--- config.mk ---
export PLATFORM = sky130hd
export DESIGN_NAME = base85_word_encoder_top_flat
export DESIGN_NICKNAME = d
export VERILOG_FILES = /design/src/design/b85_pkg.sv /design/src/design/b85_req_if.sv /design/src/design/b85_rsp_if.sv /design/src/design/base85_word_encoder_top.sv /design/src/design/b85_cell.sv /design/src/design/b85_out_stage.sv /design/src/flat_wrapper.sv
export SDC_FILE = /design/constraint.sdc
export NUM_CORES = 2
export LEC_CHECK = 0
export ABC_AREA = 0
export BUFFER_PORTS_ARGS = -buffer_cell sky130_fd_sc_hd__buf_2
export CAP_MARGIN = 10
export CORE_MARGIN = 3
export CORE_UTILIZATION = 45
export DETAILED_ROUTE_END_ITERATION = 10
export PLACE_DENSITY = 0.6
export SLEW_MARGIN = 20
export SYNTH_ARGS = -nofsm -noshare
export SYNTH_HDL_FRONTEND = slang
export SYNTH_SLANG_ARGS = --single-unit
--- constraint.sdc ---
create_clock -name clock -period 17.6 [get_ports clock]
set_input_delay 0.88 -clock clock [delete_from_list [all_inputs] [get_ports clock]]
set_output_delay 0.88 -clock clock [all_outputs]
set_load 0.01 [all_outputs]
--- src/design/b85_pkg.sv ---
// ----------------------------------------------------------------------------
// b85_pkg
// Shared types, constants and helper functions for the base-85 word encoder.
// ----------------------------------------------------------------------------
`default_nettype none

package b85_pkg;

   localparam int unsigned B85_WORD_W   = 32;
   localparam int unsigned B85_QUO_W    = 26;   // 2^32 / 85 fits in 26 bits
   localparam int unsigned B85_DIGIT_W  = 7;    // digits run 0..84
   localparam int unsigned B85_CHAR_W   = 8;
   localparam int unsigned B85_COUNT_W  = 3;
   localparam int unsigned B85_LOW_DIGITS = 4;  // digits peeled off by the cells

   // floor(v / 85) == (v * B85_RECIP) >> B85_RECIP_SHIFT for every 32-bit v
   localparam logic [31:0] B85_RECIP       = 32'hC0C0C0C1;
   localparam int unsigned B85_RECIP_SHIFT = 38;
   localparam logic [31:0] B85_RADIX       = 32'd85;

   localparam logic [B85_CHAR_W-1:0]  B85_ZERO_CHAR  = 8'h7A;   // 'z'
   localparam logic [B85_CHAR_W-1:0]  B85_NULL_CHAR  = 8'h00;
   localparam logic [B85_COUNT_W-1:0] B85_COUNT_FULL = 3'd5;
   localparam logic [B85_COUNT_W-1:0] B85_COUNT_ZERO = 3'd1;

   // One word in flight through the divider chain.
   typedef struct packed {
      logic                                        last;
      logic                                        zero;
      logic [B85_WORD_W-1:0]                       num;    // dividend of this step
      logic [B85_QUO_W-1:0]                        quo;    // num / 85
      logic [B85_LOW_DIGITS-1:0][B85_DIGIT_W-1:0]  digit;  // shifted in at [0]
   } b85_token_type;

   function automatic logic [B85_QUO_W-1:0] b85_div85(input logic [B85_WORD_W-1:0] v);
      logic [2*B85_WORD_W-1:0] prod;
      prod = {{B85_WORD_W{1'b0}}, v} * {{B85_WORD_W{1'b0}}, B85_RECIP};
      return prod[B85_RECIP_SHIFT +: B85_QUO_W];
   endfunction

   // RFC 1924 alphabet lookup.
   function automatic logic [B85_CHAR_W-1:0] b85_char(input logic [B85_DIGIT_W-1:0] d);
      logic [B85_CHAR_W-1:0] c;
      c = B85_NULL_CHAR;
      if (d < 7'd10) begin
         c = 8'h30 + {1'b0, d};
      end else if (d < 7'd36) begin
         c = 8'h41 + {1'b0, d} - 8'd10;
      end else if (d < 7'd62) begin
         c = 8'h61 + {1'b0, d} - 8'd36;
      end else begin
         case (d)
            7'd62:   c = 8'h21;  // !
            7'd63:   c = 8'h23;  // #
            7'd64:   c = 8'h24;  // $
            7'd65:   c = 8'h25;  // %
            7'd66:   c = 8'h26;  // &
            7'd67:   c = 8'h28;  // (
            7'd68:   c = 8'h29;  // )
            7'd69:   c = 8'h2A;  // *
            7'd70:   c = 8'h2B;  // +
            7'd71:   c = 8'h2D;  // -
            7'd72:   c = 8'h3B;  // ;
            7'd73:   c = 8'h3C;  // <
            7'd74:   c = 8'h3D;  // =
            7'd75:   c = 8'h3E;  // >
            7'd76:   c = 8'h3F;  // ?
            7'd77:   c = 8'h40;  // @
            7'd78:   c = 8'h5E;  // ^
            7'd79:   c = 8'h5F;  // _
            7'd80:   c = 8'h60;  // backtick
            7'd81:   c = 8'h7B;  // {
            7'd82:   c = 8'h7C;  // |
            7'd83:   c = 8'h7D;  // }
            7'd84:   c = 8'h7E;  // ~
            default: c = B85_NULL_CHAR;
         endcase
      end
      return c;
   endfunction

endpackage

`default_nettype wire

--- src/design/b85_req_if.sv ---
// ----------------------------------------------------------------------------
// b85_req_if
// Input channel: one 32-bit word and its end-of-buffer flag per transfer.
// ----------------------------------------------------------------------------
`default_nettype none

interface b85_req_if;
   logic        valid;
   logic        ready;
   logic [31:0] word;
   logic        last_word;

   modport source (output valid, word, last_word, input ready);
   modport sink   (input valid, word, last_word, output ready);
endinterface

`default_nettype wire

--- src/design/b85_rsp_if.sv ---
// ----------------------------------------------------------------------------
// b85_rsp_if
// Result channel: one group of up to five base-85 characters per transfer.
// ----------------------------------------------------------------------------
`default_nettype none

interface b85_rsp_if;
   logic       valid;
   logic       ready;
   logic [7:0] char_0;
   logic [7:0] char_1;
   logic [7:0] char_2;
   logic [7:0] char_3;
   logic [7:0] char_4;
   logic [2:0] char_count;
   logic       last_group;

   modport source (output valid, char_0, char_1, char_2, char_3, char_4,
                   char_count, last_group, input ready);
   modport sink   (input valid, char_0, char_1, char_2, char_3, char_4,
                   char_count, last_group, output ready);
endinterface

`default_nettype wire

--- src/design/base85_word_encoder_top.sv ---
// ----------------------------------------------------------------------------
// base85_word_encoder_top
// Base-85 (RFC 1924 alphabet) encoder, one 32-bit word per transfer.
// ----------------------------------------------------------------------------
// Each input transfer carries one big-endian word; each result transfer
// carries its text, most significant digit in char_0. A nonzero word gives
// five characters (char_count = 5). A zero word gives the single character
// 'z' (char_count = 1, char_1..char_4 read 0). Note 'z' is also digit 61, so
// a nonzero word can emit 'z' too. last_word rides along as last_group.
// Throughput is one word per clock with the result side ready. The word
// passes six registers: an entry register that starts the first divide by
// 85 and loads at the transfer edge, four divider cells in a row, and the
// output register with the alphabet lookup. Each stage has its own valid
// and holds its word only while the next stage is full and stalled, so the
// input keeps taking words into empty stages while a finished result waits.
// ----------------------------------------------------------------------------
`default_nettype none

module base85_word_encoder_top import b85_pkg::*; (
   input  wire logic clock,
   input  wire logic reset,
   b85_req_if.sink   req_chan,
   b85_rsp_if.source rsp_chan
);

   localparam int unsigned NUM_CELLS = B85_LOW_DIGITS;

   // Entry register: captures the word and its first quotient.
   logic          entry_valid_ff, entry_valid_in;
   b85_token_type entry_tok_ff, entry_tok_in;

   // Handshake between neighbors along the chain; index 0 is the entry stage.
   logic          chain_valid [NUM_CELLS+1];
   b85_token_type chain_tok   [NUM_CELLS+1];
   logic          chain_ready [NUM_CELLS+1];

   assign req_chan.ready = !entry_valid_ff || chain_ready[0];
   assign entry_valid_in = req_chan.ready ? req_chan.valid : entry_valid_ff;

   always_comb begin
      entry_tok_in       = '0;
      entry_tok_in.last  = req_chan.last_word;
      entry_tok_in.zero  = (req_chan.word == '0);
      entry_tok_in.num   = req_chan.word;
      entry_tok_in.quo   = b85_div85(req_chan.word);
   end

   always_ff @(posedge clock) begin
      if (reset) begin
         entry_valid_ff <= 1'b0;
      end else begin
         entry_valid_ff <= entry_valid_in;
      end
   end

   always_ff @(posedge clock) begin
      if (req_chan.ready && req_chan.valid) begin
         entry_tok_ff <= entry_tok_in;
      end
   end

   assign chain_valid[0] = entry_valid_ff;
   assign chain_tok[0]   = entry_tok_ff;

   // Divider cells: each one emits the next digit, least significant first.
   for (genvar g = 0; g < NUM_CELLS; g++) begin : g_cell
      b85_cell u_cell (
         .clock    (clock),
         .reset    (reset),
         .up_valid (chain_valid[g]),
         .up_tok   (chain_tok[g]),
         .up_ready (chain_ready[g]),
         .dn_valid (chain_valid[g+1]),
         .dn_tok   (chain_tok[g+1]),
         .dn_ready (chain_ready[g+1])
      );
   end

   // Alphabet lookup and result register.
   b85_out_stage u_out (
      .clock    (clock),
      .reset    (reset),
      .up_valid (chain_valid[NUM_CELLS]),
      .up_tok   (chain_tok[NUM_CELLS]),
      .up_ready (chain_ready[NUM_CELLS]),
      .rsp_chan (rsp_chan)
   );

endmodule

`default_nettype wire

--- src/design/b85_cell.sv ---
// ----------------------------------------------------------------------------
// b85_cell
// One divide-by-85 step: peels the low digit off and pre-divides the quotient.
// ----------------------------------------------------------------------------
`default_nettype none

module b85_cell import b85_pkg::*; (
   input  wire logic          clock,
   input  wire logic          reset,
   input  wire logic          up_valid,
   input  wire b85_token_type up_tok,
   output logic               up_ready,
   output logic               dn_valid,
   output b85_token_type      dn_tok,
   input  wire logic          dn_ready
);

   logic          valid_ff, valid_in;
   b85_token_type tok_ff, tok_in;
   logic [B85_WORD_W-1:0] quo_x85;
   logic [B85_WORD_W-1:0] rem;

   assign up_ready = !valid_ff || dn_ready;
   assign valid_in = up_ready ? up_valid : valid_ff;

   // remainder = num - 85*quo, with 85*quo as shifts and adds
   always_comb begin
      quo_x85 = {{(B85_WORD_W-B85_QUO_W){1'b0}}, up_tok.quo};
      quo_x85 = (quo_x85 << 6) + (quo_x85 << 4) + (quo_x85 << 2) + quo_x85;
      rem     = up_tok.num - quo_x85;

      tok_in       = up_tok;
      tok_in.num   = {{(B85_WORD_W-B85_QUO_W){1'b0}}, up_tok.quo};
      tok_in.quo   = b85_div85({{(B85_WORD_W-B85_QUO_W){1'b0}}, up_tok.quo});
      tok_in.digit = {up_tok.digit[B85_LOW_DIGITS-2:0], rem[B85_DIGIT_W-1:0]};
   end

   always_ff @(posedge clock) begin
      if (reset) begin
         valid_ff <= 1'b0;
      end else begin
         valid_ff <= valid_in;
      end
   end

   always_ff @(posedge clock) begin
      if (up_ready && up_valid) begin
         tok_ff <= tok_in;
      end
   end

   assign dn_valid = valid_ff;
   assign dn_tok   = tok_ff;

endmodule

`default_nettype wire

--- src/design/b85_out_stage.sv ---
// ----------------------------------------------------------------------------
// b85_out_stage
// Alphabet lookup and the registered result port.
// ----------------------------------------------------------------------------
`default_nettype none

module b85_out_stage import b85_pkg::*; (
   input  wire logic          clock,
   input  wire logic          reset,
   input  wire logic          up_valid,
   input  wire b85_token_type up_tok,
   output logic               up_ready,
   b85_rsp_if.source          rsp_chan
);

   logic                   valid_ff, valid_in;
   logic [B85_CHAR_W-1:0]  char0_ff, char1_ff, char2_ff, char3_ff, char4_ff;
   logic [B85_CHAR_W-1:0]  char0_in, char1_in, char2_in, char3_in, char4_in;
   logic [B85_COUNT_W-1:0] count_ff, count_in;
   logic                   last_ff;

   assign up_ready = !valid_ff || rsp_chan.ready;
   assign valid_in = up_ready ? up_valid : valid_ff;

   always_comb begin
      if (up_tok.zero) begin
         char0_in = B85_ZERO_CHAR;
         char1_in = B85_NULL_CHAR;
         char2_in = B85_NULL_CHAR;
         char3_in = B85_NULL_CHAR;
         char4_in = B85_NULL_CHAR;
         count_in = B85_COUNT_ZERO;
      end else begin
         // num holds the top digit once all low digits are peeled off
         char0_in = b85_char(up_tok.num[B85_DIGIT_W-1:0]);
         char1_in = b85_char(up_tok.digit[0]);
         char2_in = b85_char(up_tok.digit[1]);
         char3_in = b85_char(up_tok.digit[2]);
         char4_in = b85_char(up_tok.digit[3]);
         count_in = B85_COUNT_FULL;
      end
   end

   always_ff @(posedge clock) begin
      if (reset) begin
         valid_ff <= 1'b0;
      end else begin
         valid_ff <= valid_in;
      end
   end

   always_ff @(posedge clock) begin
      if (up_ready && up_valid) begin
         char0_ff <= char0_in;
         char1_ff <= char1_in;
         char2_ff <= char2_in;
         char3_ff <= char3_in;
         char4_ff <= char4_in;
         count_ff <= count_in;
         last_ff  <= up_tok.last;
      end
   end

   assign rsp_chan.valid      = valid_ff;
   assign rsp_chan.char_0     = char0_ff;
   assign rsp_chan.char_1     = char1_ff;
   assign rsp_chan.char_2     = char2_ff;
   assign rsp_chan.char_3     = char3_ff;
   assign rsp_chan.char_4     = char4_ff;
   assign rsp_chan.char_count = count_ff;
   assign rsp_chan.last_group = last_ff;

endmodule

`default_nettype wire
--- src/flat_wrapper.sv ---
// flat-port wrapper written by rule: the top's interface ports become plain ports
module base85_word_encoder_top_flat import b85_pkg::*;
  (clock, reset, req_chan_valid, req_chan_word, req_chan_last_word, req_chan_ready, rsp_chan_valid, rsp_chan_char_0, rsp_chan_char_1, rsp_chan_char_2, rsp_chan_char_3, rsp_chan_char_4, rsp_chan_char_count, rsp_chan_last_group, rsp_chan_ready);
  b85_req_if req_chan_i ();
  b85_rsp_if rsp_chan_i ();
  input  wire logic clock;
  input  wire logic reset;
  input wire logic [$bits(req_chan_i.valid)-1:0] req_chan_valid;
  input wire logic [$bits(req_chan_i.word)-1:0] req_chan_word;
  input wire logic [$bits(req_chan_i.last_word)-1:0] req_chan_last_word;
  output wire logic [$bits(req_chan_i.ready)-1:0] req_chan_ready;
  output wire logic [$bits(rsp_chan_i.valid)-1:0] rsp_chan_valid;
  output wire logic [$bits(rsp_chan_i.char_0)-1:0] rsp_chan_char_0;
  output wire logic [$bits(rsp_chan_i.char_1)-1:0] rsp_chan_char_1;
  output wire logic [$bits(rsp_chan_i.char_2)-1:0] rsp_chan_char_2;
  output wire logic [$bits(rsp_chan_i.char_3)-1:0] rsp_chan_char_3;
  output wire logic [$bits(rsp_chan_i.char_4)-1:0] rsp_chan_char_4;
  output wire logic [$bits(rsp_chan_i.char_count)-1:0] rsp_chan_char_count;
  output wire logic [$bits(rsp_chan_i.last_group)-1:0] rsp_chan_last_group;
  input wire logic [$bits(rsp_chan_i.ready)-1:0] rsp_chan_ready;
  assign req_chan_i.valid = req_chan_valid;
  assign req_chan_i.word = req_chan_word;
  assign req_chan_i.last_word = req_chan_last_word;
  assign req_chan_ready = req_chan_i.ready;
  assign rsp_chan_valid = rsp_chan_i.valid;
  assign rsp_chan_char_0 = rsp_chan_i.char_0;
  assign rsp_chan_char_1 = rsp_chan_i.char_1;
  assign rsp_chan_char_2 = rsp_chan_i.char_2;
  assign rsp_chan_char_3 = rsp_chan_i.char_3;
  assign rsp_chan_char_4 = rsp_chan_i.char_4;
  assign rsp_chan_char_count = rsp_chan_i.char_count;
  assign rsp_chan_last_group = rsp_chan_i.last_group;
  assign rsp_chan_i.ready = rsp_chan_ready;
  base85_word_encoder_top u_core (.clock(clock), .reset(reset), .req_chan(req_chan_i), .rsp_chan(rsp_chan_i));
endmodule
==> impl_metrics.py <==
metrics = {
    "route": {
        "route.vias.total": 24467,
        "routedWlPerCell_um": 16.9,
        "total_routed_length_mm": 80.0,
        "drtAntennaViolNets": 0,
        "viasPerCell": 5.18,
        "dr.first_iter.drc_count": 1366,
        "drc": 0,
        "drtPass1Iterations": 6,
    },
    "finish": {
        "design.final.nets": 4935,
        "multiInputGateArea_um2": 25900,
        "layout-area-overhead-vs-synth_pct": 7.23,
        "antenna-diode-count": 0,
        "area.sequential_um2": 6850,
        "stdcell_count": 4725,
        "n_fill_cell": 7379,
        "layout-drive-gt1-share_pct": 4.44,
    },
    "synth": {
        "synth-async-reset-ratio_pct": 0,
        "synth_seq_area_share_pct": 19.0,
        "postSynthRegisterBits": 230,
        "synth_area_um2": 36000,
        "synth_edf_count": 224,
        "ys_dominant_reg_cell": "sky130_fd_sc_hd__edfxtp_1",
        "synth_largest_type_area_fraction_pct": 30.6,
        "yosys_warnings": 0,
        "synth.top_cells.by_area": "sky130_fd_sc_hd__ha_1 31%, sky130_fd_sc_hd__fa_1 20%, sky130_fd_sc_hd__edfxtp_1 19%",
        "post_synth_num_cell_types": 84,
        "yosys.cell_count.top_type": "sky130_fd_sc_hd__ha_1",
        "synthesis.area_per_instance_um2": 10.0,
        "netlist_instances": 3586,
        "synthDominantAreaCellType": "sky130_fd_sc_hd__ha_1",
        "netlist_top_cells_count": "881 x sky130_fd_sc_hd__ha_1, 839 x sky130_fd_sc_hd__inv_1, 365 x sky130_fd_sc_hd__fa_1",
    },
    "timing": {
        "final.period_utilization_pct": 40.9,
        "rsz0062_at_grt": "no",
        "finalMaxSlewViolations": 0,
        "timing.fmax_mhz": 139,
        "fin_crit_ps": 7200,
        "timing_worst_slew_pin_value_ps": 1040,
        "finalSetupViolCount": 0,
        "totalNegativeSetupSlack_ps": 0,
        "slew-limit-headroom_pct": 30.4,
        "final_hold_viol_count": 0,
        "clock_skew_ps": 17.6,
    },
    "global_routing": {
        "grt_overflow": 0,
        "pin_count_of_the_biggest_net_entering_global_routing": 43,
        "grt_first_pass_wirelength_mm": 130,
        "globalRouteMet3Util_pct": 2.32,
        "first_global_vias": 24634,
        "grtUsageTotal_pct": 19.5,
        "groute.layer.met1.usage_pct": 27.6,
        "number_of_antenna_violations_at_the_first_check_in_global_routing": 0,
        "grt.met2_usage_pct": 32.9,
        "busiest_layer": "met2",
    },
    "placed_design": {
        "dp_hpwl_mm": 70.2,
        "gp_routability_congestion": 0.933,
        "post-place-cells": 4670,
        "port_buffers": 80,
    },
    "floorplanning": {
        "initial_core_util_pct": 45.5,
        "core-area_um2": 79100,
        "die_h_um": 289,
        "die_area_um2": 83500,
        "ioPinCount": 83,
        "placement_rows": 103,
        "die_w_um": 289,
    },
    "cts": {
        "clkTransAtPathRegs_ps": 60,
        "worstSkewPairLatency_ps": 590,
        "cts_buffers": 29,
        "clock_tree.root_cell": "sky130_fd_sc_hd__clkbuf_16",
        "postCtsSetupRepairBufs": 0,
        "cts_max_path_buffers": 3,
        "tritoncts": "built",
        "numClockSinks": 230,
        "cts_repair_resize_count": 0,
        "h-tree-depth": 1,
        "holdBufCountCts": 0,
    },
    "critical_path": {
        "ff2ff_path_depth": 23,
        "worstReg2RegEnd": "u_core.g_cell[0].u_cell.dn_tok[42]",
        "worst_setup_path_end_kind": "register",
        "worstPathArrival_ps": 7520,
        "worst_path_maximum_fanout": 5,
        "critical_path.reg2reg.startpoint": "u_core.chain_tok[404]",
        "timing.critical_path.required_ps": 17930,
        "worst-setup-path-type": "in2reg",
        "reg2reg_setup_slack_ps": 10790,
        "worstSetupStartpointType": "primary input",
    },
    "worst_hold_path": {
        "worst_hold_startpoint": "u_core.g_cell[1].u_cell.dn_tok[9]",
        "worstHoldEndpoint": "u_core.g_cell[2].u_cell.dn_tok[16]",
        "worst_hold_path_type": "reg2reg",
        "worstHoldPathCells": 0,
    },
    "status": {
        "status": "finished, final reports clean",
    },
    "job": {
        "drv.max_cap_violation_count": 0,
    },
}
-- state kept, by name, summed over array words and instances (netlist names) --
name / count
u_core.u_out.rsp_chan.char_2: 8
u_core.u_out.rsp_chan.char_1: 8
u_core.chain_tok: 35
u_core.u_out.rsp_chan.char_0: 8
u_core.u_out.rsp_chan.char_4: 8
u_core.u_out.rsp_chan.valid: 1
u_core.entry_valid_ff: 1
u_core.u_out.rsp_chan.char_3: 8
u_core.g_cell.u_cell.dn_tok: 147
u_core.g_cell.u_cell.dn_valid: 4
u_core.u_out.rsp_chan.char_count: 1
u_core.u_out.rsp_chan.last_group: 1
-- worst max-delay path, cell delays in order --
cell	delay, ps
sky130_fd_sc_hd__buf_2	150
sky130_fd_sc_hd__inv_1	100
sky130_fd_sc_hd__ha_1	280
sky130_fd_sc_hd__ha_1	330
sky130_fd_sc_hd__fa_1	560
sky130_fd_sc_hd__fa_1	540
sky130_fd_sc_hd__inv_1	60
sky130_fd_sc_hd__fa_1	530
sky130_fd_sc_hd__fa_1	520
sky130_fd_sc_hd__fa_1	550
sky130_fd_sc_hd__inv_1	40
sky130_fd_sc_hd__ha_1	290
sky130_fd_sc_hd__ha_1	360
sky130_fd_sc_hd__nand2_1	160
sky130_fd_sc_hd__nor4_1	380
sky130_fd_sc_hd__o21ai_0	180
sky130_fd_sc_hd__a2111oi_0	440
sky130_fd_sc_hd__nor2_1	240
sky130_fd_sc_hd__nand4_1	260
sky130_fd_sc_hd__nand3_1	160
sky130_fd_sc_hd__and3_1	190
sky130_fd_sc_hd__a311o_1	320
-- placed cells by master (no fill, tap or decap), drive strengths merged, types with 40 or more instances in the layout --
cell type  instances
nand3             42
xnor2            105
xor2              40
fa               365
nand2            118
edfxtp           224
inv              848
buf               85
nor2             111
a21o              59
a21oi            178
ha               881
o21ai            123
nor3              42
-- kinds of logic after synthesis --
group,after synthesis,synth area share [%]
AND/OR/NAND/NOR,480,6.62
AO/OA/AOI/OAI,584,10.5
multiplexers,5,0.146
XOR/XNOR,145,3.52
flip-flops,230,19.0
buffers and inverters,894,9.33
other,2,0.0208
adder cells (fa/ha/maj),1246,50.9
-- metrics by stage --
step                      instance area [um^2]  setup slack [ps]  util (%)  hold slack [ps]
after global placement                   37600              9960      47.6              402
after floorplan                          36000             10850         -              400
after detailed placement                 37600              9830      47.6              405
final                                    38600             10400      48.8              414
after CTS                                38600             10420      48.8              415
after global routing                     38600             10030      48.8              414
-- how the worst max path moves through the flow --
stage                startpoint                     to  slack (ps)
3_3_place_gp   req_chan_word[9]  u_core.chain_tok[403]        9960
4_1_cts        req_chan_word[9]  u_core.chain_tok[403]       10420
2_1_floorplan  req_chan_word[3]  u_core.chain_tok[404]       10850
5_1_grt        req_chan_word[6]  u_core.chain_tok[403]       10030
6_report       req_chan_word[9]  u_core.chain_tok[403]       10400
3_5_place_dp   req_chan_word[9]  u_core.chain_tok[403]        9830
-- final cells by class --
class                      count  area share [%]
sequential                   230            17.7
clock buffer                  31            1.90
multi-input combinational   2467            67.0
timing repair buffer          85            1.17
tap                         1050            3.40
clock inverter                23           0.644
inverter                     839            8.15
-- layer usage --
| layer | wire length (um) | up-vias |
|---|---|---|
| met5 | 0 | - |
| met4 | 1090 | 0 |
| met3 | 3560 | 65 |
| met2 | 37700 | 449 |
| met1 | 37600 | 11759 |
| li1 | - | 12194 |
Power is not shown: default switching activity piles up to over one toggle a cycle in this logic, so the estimate is an artifact.
